`config.mk`:
```
export PLATFORM = sky130hd
export DESIGN_NAME = amis_div
export DESIGN_NICKNAME = d
export VERILOG_FILES = /design/src/sv/amis_pkg.sv /design/src/sv/amis_div.sv
export SDC_FILE = /design/constraint.sdc
export NUM_CORES = 1
export LEC_CHECK = 0
export BUFFER_PORTS_ARGS = -buffer_cell sky130_fd_sc_hd__buf_2
export CORE_UTILIZATION = 57
export CTS_CLUSTER_DIAMETER = 150
export DETAILED_ROUTE_END_ITERATION = 8
export PLACE_DENSITY = 0.86
export SLEW_MARGIN = 5
export SYNTH_ARGS = -nofsm -noshare
export SYNTH_HDL_FRONTEND = slang
export SYNTH_SLANG_ARGS = --single-unit
```
`constraint.sdc`:
```
create_clock -name clk -period 4.3 [get_ports clk]
set_input_delay 0.645 -clock clk [delete_from_list [all_inputs] [get_ports clk]]
set_output_delay 0.645 -clock clk [all_outputs]
set_load 0.1 [all_outputs]
```
`src/sv/amis_pkg.sv`:
```
// ----------------------------------------------------------------------------
// amis_pkg
// Shared types and codes for the array machine instruction step block.
// ----------------------------------------------------------------------------
package amis_pkg;

    localparam int REG_COUNT = 8;
    localparam int RW        = $clog2(REG_COUNT);

    // Host request codes.
    typedef enum logic [1:0] {
        HOP_START = 2'd0,
        HOP_LOAD  = 2'd1,
        HOP_STEP  = 2'd2
    } hop_t;

    // Machine opcodes.
    typedef enum logic [3:0] {
        OP_CMOV    = 4'd0,
        OP_INDEX   = 4'd1,
        OP_AMEND   = 4'd2,
        OP_ADD     = 4'd3,
        OP_MUL     = 4'd4,
        OP_DIV     = 4'd5,
        OP_NAND    = 4'd6,
        OP_HALT    = 4'd7,
        OP_ALLOC   = 4'd8,
        OP_ABANDON = 4'd9,
        OP_OUT     = 4'd10,
        OP_IN      = 4'd11,
        OP_LOADP   = 4'd12,
        OP_ORTHO   = 4'd13
    } opc_t;

    typedef enum logic [3:0] {
        STAT_OK           = 4'd0,
        STAT_HALT         = 4'd1,
        STAT_BAD_OPCODE   = 4'd2,
        STAT_BAD_ARRAY    = 4'd3,
        STAT_BAD_OFFSET   = 4'd4,
        STAT_DIV_ZERO     = 4'd5,
        STAT_OUT_RANGE    = 4'd6,
        STAT_ALLOC_FAIL   = 4'd7,
        STAT_ABANDON_ZERO = 4'd8
    } stat_t;

    typedef enum logic [3:0] {
        S_IDLE,
        S_INSN,
        S_REG,
        S_LEN,
        S_LOAD,
        S_MUL,
        S_DIV,
        S_SCAN,
        S_ZERO,
        S_CPRD,
        S_CPWR
    } state_t;

endpackage

```
`src/sv/amis_div.sv`:
```
// ----------------------------------------------------------------------------
// amis_div
// Restoring unsigned 32-bit divider, one quotient bit per cycle.
// ----------------------------------------------------------------------------
module amis_div
    import amis_pkg::*;
(
    input  logic        clk,
    input  logic        rst_n,
    input  logic        start,
    input  logic [31:0] dividend,
    input  logic [31:0] divisor,
    output logic        done,
    output logic [31:0] quotient
);

    logic        run_reg, run_next;
    logic        done_reg, done_next;
    logic [4:0]  cnt_reg, cnt_next;
    logic [31:0] rem_reg, rem_next;
    logic [31:0] quo_reg, quo_next;
    logic [31:0] dsr_reg, dsr_next;
    logic [32:0] shifted;
    logic [32:0] diff;

    assign shifted = {rem_reg, quo_reg[31]};
    assign diff    = shifted - {1'b0, dsr_reg};

    always_comb
    begin
        run_next  = run_reg;
        done_next = 1'b0;
        cnt_next  = cnt_reg;
        rem_next  = rem_reg;
        quo_next  = quo_reg;
        dsr_next  = dsr_reg;
        if (start)
        begin
            run_next = 1'b1;
            cnt_next = '0;
            rem_next = '0;
            quo_next = dividend;
            dsr_next = divisor;
        end
        else if (run_reg)
        begin
            // A borrow out of the subtract means the divisor did not fit.
            if (!diff[32])
            begin
                rem_next = diff[31:0];
                quo_next = {quo_reg[30:0], 1'b1};
            end
            else
            begin
                rem_next = shifted[31:0];
                quo_next = {quo_reg[30:0], 1'b0};
            end
            cnt_next = cnt_reg + 5'd1;
            if (cnt_reg == 5'd31)
            begin
                run_next  = 1'b0;
                done_next = 1'b1;
            end
        end
    end

    always_ff @(posedge clk or negedge rst_n)
    begin
        if (!rst_n)
        begin
            run_reg  <= 1'b0;
            done_reg <= 1'b0;
            cnt_reg  <= '0;
        end
        else
        begin
            run_reg  <= run_next;
            done_reg <= done_next;
            cnt_reg  <= cnt_next;
        end
    end

    always_ff @(posedge clk)
    begin
        rem_reg <= rem_next;
        quo_reg <= quo_next;
        dsr_reg <= dsr_next;
    end

    assign done     = done_reg;
    assign quotient = quo_reg;

endmodule

```
# ---- Yosys cells after proc, flatten, opt, wreduce, memory -nomap -nowiden
# Cells that the tools add are included.
dict set report word_totals {
  ff_bits 103
  inputBits 67
  out_inout_bits 33
  elab_cells 22
}
dict set report classes {
  addsub 2
  eq_ne 1
  muxes 12
  reduce_logical 1
}
# operator count
set ops {}
lappend ops {{$mux 32} 3}
lappend ops {{$sub 33x32->33} 1}
lappend ops {{$mux 5} 2}
lappend ops {{$mux 1} 7}
lappend ops {{$add 5x1->5 const B} 1}
lappend ops {{$eq 5x5->1 const B} 1}
lappend ops {{$reduce_bool 2->1} 1}

# ---- Depth between registers and ports, before layout
dict set report logic_depth {
  depth_word 4
  mapped_depth 13
  ltp_nobuf 12
}

# ---- Worst setup path before layout
# No wires, ideal clock.
dict set report synth_path {
  path_type {reg2reg}
  startpoint {reg quo_reg[31], in the netlist quotient[31]}
  endpoint {reg rem_reg[0]}
  setup_ns 0.086
  t_arrival_ns 4.306
  required_time_ns 4.214
  path_slack_ns -0.092
  path_stages_with_launch 13
  n_path_buf 0
  synth_period_minus_slack_ns 4.392
  path_cell_list {edfxtp_1 inv_1 ha_1 fa_1 nand2b_1 a21o_1 a2111o_1 a2111o_1 a211oi_4 a41oi_2 xnor2_4 mux2_2 a211oi_1}
}
dict set report synth_via {
  elab_chain_cells 2
}
# element line
set synth_rtl {}
lappend synth_rtl {{from (decl)} amis_div.sv:21} ;# logic [31:0] quo_reg, quo_next;
lappend synth_rtl {{from (signal assigned)} amis_div.sv:86} ;# quo_reg <= quo_next;
lappend synth_rtl {{$sub 33x32->33} amis_div.sv:27} ;# assign diff = shifted - {1'b0, dsr_reg};
lappend synth_rtl {{$mux 32 (*)} amis_div.sv:48} ;# if (!diff[32])
lappend synth_rtl {{to (signal assigned)} amis_div.sv:85} ;# rem_reg <= rem_next;
lappend synth_rtl {{to (decl)} amis_div.sv:20} ;# logic [31:0] rem_reg, rem_next;
# Mark *: on every way between the ends. The rest lies on a longest branch, timed or not.
# A chain may end at the register's enable or synchronous reset.

# ---- Worst setup path in the final report
dict set report layout_path {
  startpoint {reg dsr_reg[0]}
  endpoint {reg rem_reg[14]}
}
dict set report layout_via {
  elab_chain_cells 2
}
# element line
set layout_rtl {}
lappend layout_rtl {{from (decl)} amis_div.sv:22} ;# logic [31:0] dsr_reg, dsr_next;
lappend layout_rtl {{from (signal assigned)} amis_div.sv:87} ;# dsr_reg <= dsr_next;
lappend layout_rtl {{$sub 33x32->33} amis_div.sv:27}
lappend layout_rtl {{$mux 32} amis_div.sv:48}
# Every way passes these cells.

==> results.sh <==
export IMPL_ys_warn_count=0
export IMPL_rows=36
export IMPL_ys_seq_area_share_pct=47.5
export IMPL_setup_tns_ps=0
export IMPL_synth_edff_count=64
export IMPL_ir_drop_mv=0.276
export IMPL_ys_types=49
export IMPL_crit_start="dsr_reg[0]"
export IMPL_pre_cts_slack_ps=361
export IMPL_vias=4259
export IMPL_synth_common_cells="edfxtp_1, nor2_1, inv_1"
export IMPL_use_met3_pct=4.20
export IMPL_powerDensity_nw_per_um2=574
export IMPL_cts_buffer_depth=2
export IMPL_crit_slowest_cell="xnor2_4"
export IMPL_max_freq_mhz=251
export IMPL_crit_fanout=13
export IMPL_wl_per_cell_um=15.0
export IMPL_cts_buffers=9
export IMPL_syn_nets=630
export IMPL_first_pass_iters=4
export IMPL_min_period_ps=3980
export IMPL_synth_area_um2=5770
export IMPL_rr_worst_depth=12
export IMPL_relSlewSlack_pct=49.3
export IMPL_rsz0062_at_grt="false"
export IMPL_finalSetupViolCount=0
export IMPL_grt_pass1_wl_mm=18.5
export IMPL_drv_cap=0
export IMPL_worst_r2r_setup_slack_ps=320
export IMPL_fp_coreArea_um2=9770
export IMPL_antenna_found_initial=0
export IMPL_cp_common_cell="a2111o_1"
export IMPL_grt_pass1_vias=4121
export IMPL_setup_ws_ps=315
export IMPL_async_flop_share_pct=6.80
export IMPL_worstSetupEndpoint="rem_reg[14]"
export IMPL_path_delay_family="compound AO/OA/AOI/OAI gates"
export IMPL_die_area_um2=10500
export IMPL_clk_latency_ps=380
export IMPL_critPathCaptureType="register"
export IMPL_totalPowerFinal_mw=3.77
export IMPL_synth_top_cell_by_area="edfxtp_1"
export IMPL_syn_avg_cell_area_um2=10.9
export IMPL_postSynthCellCount=528
export IMPL_grt_use_total_pct=22.7
export IMPL_finClkSkew_ps=16.2
export IMPL_ant_nets=0
export IMPL_n_antenna_cell=0
export IMPL_areaGrowthSynthToFinish_pct=13.8
export IMPL_start_kind="register"
export IMPL_cts_sinks=103
export IMPL_cp_required_ps=4570
export IMPL_grt_max_degree=67
export IMPL_clk_pin_slew_ps=110
export IMPL_worst_path_buf_inv=1
export IMPL_drive_gt1_share_pct=26.4
export IMPL_drt_vias_per_instance=5.60
export IMPL_synth_area_leaders="edfxtp_1, dfxtp_1, ha_1, mux2_2, mux2i_1"
export IMPL_r2r_start="dsr_reg[0]"
export IMPL_synth_most_common_cell="edfxtp_1"
export IMPL_max_stage_delay_ps=480
export IMPL_hold_buffers=0
export IMPL_p_leak_nw=2.95
export IMPL_cts_htree_levels=3
export IMPL_met1_usage_pct=29.1
export IMPL_outcome="finished, final reports clean"
export IMPL_buffer_ports_inserted=99
export IMPL_drt_wl_total_mm=11.4
export IMPL_cp_arrival_ps=4250
export IMPL_hold_path_class="in2async"
export IMPL_cts_root_buffer="clkbuf_8"
export IMPL_initial_core_util_pct=59.0
export IMPL_ys_ff_latch=103
export IMPL_postCtsSetupBuffers=0
export IMPL_slew_violations=0
export IMPL_crit_chain="ha_2, fa_1, nand2b_1, a21o_1, a2111o_1, a2111o_1, a211oi_4, a41oi_2, xnor2_4, buf_4, mux2i_1, a211oi_1"
export IMPL_drt_iter0_drc=169
export IMPL_crit_type="reg2reg"
export IMPL_worst_slew_pin_transition_ps=760
export IMPL_dpl_hpwl_mm=8.41
export IMPL_r2r_end="rem_reg[14]"
export IMPL_gp_congestion=0.910
export IMPL_synth_top_flop_cell="edfxtp_1"
export IMPL_pin_count=100
export IMPL_met2_usage_pct=38.9
export IMPL_die_height_um=103
export IMPL_finalCritPeriodShare_pct=92.7
export IMPL_fin_nets=725
export IMPL_cts_tree="built"
export IMPL_yosys_area_top_type_share_pct=33.3
export IMPL_cts_resized=0
export IMPL_die_w_um=103
export IMPL_grt_ovfl_total=0
export IMPL_final_util_pct=67.2
export IMPL_path_depth=12
export IMPL_grt_busiest_layer="met2"
export IMPL_hold_viol=0
export IMPL_drc=0
[cells in the final DEF, fill, tap and decap left out, drive strengths merged, types with 2 or more instances in the layout]
master	count
buf	106
edfxtp	64
nor2	51
inv	46
mux2	35
ha	34
dfxtp	32
a211oi	31
mux2i	29
a21oi	28
nand2	21
xnor2	18
a21o	17
xor2	12
o21ai	11
clkbuf	10
and3	9
dfrtp	7
nand3	6
nand2b	6
and2	5
nand4	5
a31oi	5
o21a	4
a31o	4
a311oi	4
clkinv	4
o22ai	3
o211ai	2
a2111o	2
a221oi	2
a41oi	2
[cell families after synthesis]
| kind of cell | count (synthesis) | synth area share [%] |
|---|---|---|
| simple gates | 109 | 8.66 |
| mux | 64 | 11.9 |
| xor+xnor | 30 | 4.88 |
| flops | 103 | 47.5 |
| compound gates | 121 | 14.7 |
| fa+ha+maj | 35 | 7.72 |
| buf+inv | 66 | 4.69 |
[cell type report]
type                    instances  area [µm²]
multi-input cells             359        2760
clock inverters                 6        53.8
fillers                       751        3210
inverters                      44         165
repair buffers                106         551
flip-flops and latches        103        2740
well taps                     133         166
clock buffers                  10         128
[stage by stage]
stage / cell area [µm²] / std cells / hold slack [ps]
final: 6570 / 761 / 75.2
after CTS: 6570 / 761 / 73.4
after global routing: 6570 / 761 / 76.6
after global placement: 6380 / 745 / 485
after floorplan: 5770 / 528 / 349
after detailed placement: 6380 / 745 / 487
[worst register-to-register path, cell delays in order (launching register included)]
cell and delay, ps:
edfxtp_1 410, ha_2 210, fa_1 390, nand2b_1 180, a21o_1 200, a2111o_1 410
a2111o_1 460, a211oi_4 260, a41oi_2 200, xnor2_4 480, buf_4 300, mux2i_1 110
a211oi_1 280
[where the power goes]
group          total, mW  internal, mW  switching (mW)  leakage, nW
Sequential          1.38          1.24           0.136         1.00
Combinational       1.82         0.737            1.08         1.85
Clock              0.576         0.221           0.355       0.0943
[worst min path at each step]
stage | start | endpoint | slack, ps | depth (start not counted)
CTS | rst_n | done | 70 | 1
global placement | rst_n | done | 490 | 1
detailed placement | rst_n | done | 490 | 1
finish | rst_n | run_reg | 80 | 1
global route | rst_n | run_reg | 80 | 1
floorplan | rst_n | cnt_reg[0] | 350 | 0
[metal layers]
layer	wire length [µm]	vias up	part of all wire (%)
met3	274	14	2.4
li1	-	2121	-
met1	5130	2049	45
met2	5870	75	51
met4	147	0	1.3
met5	0	-	0
Note: power is estimated with default switching activity, not from simulation.
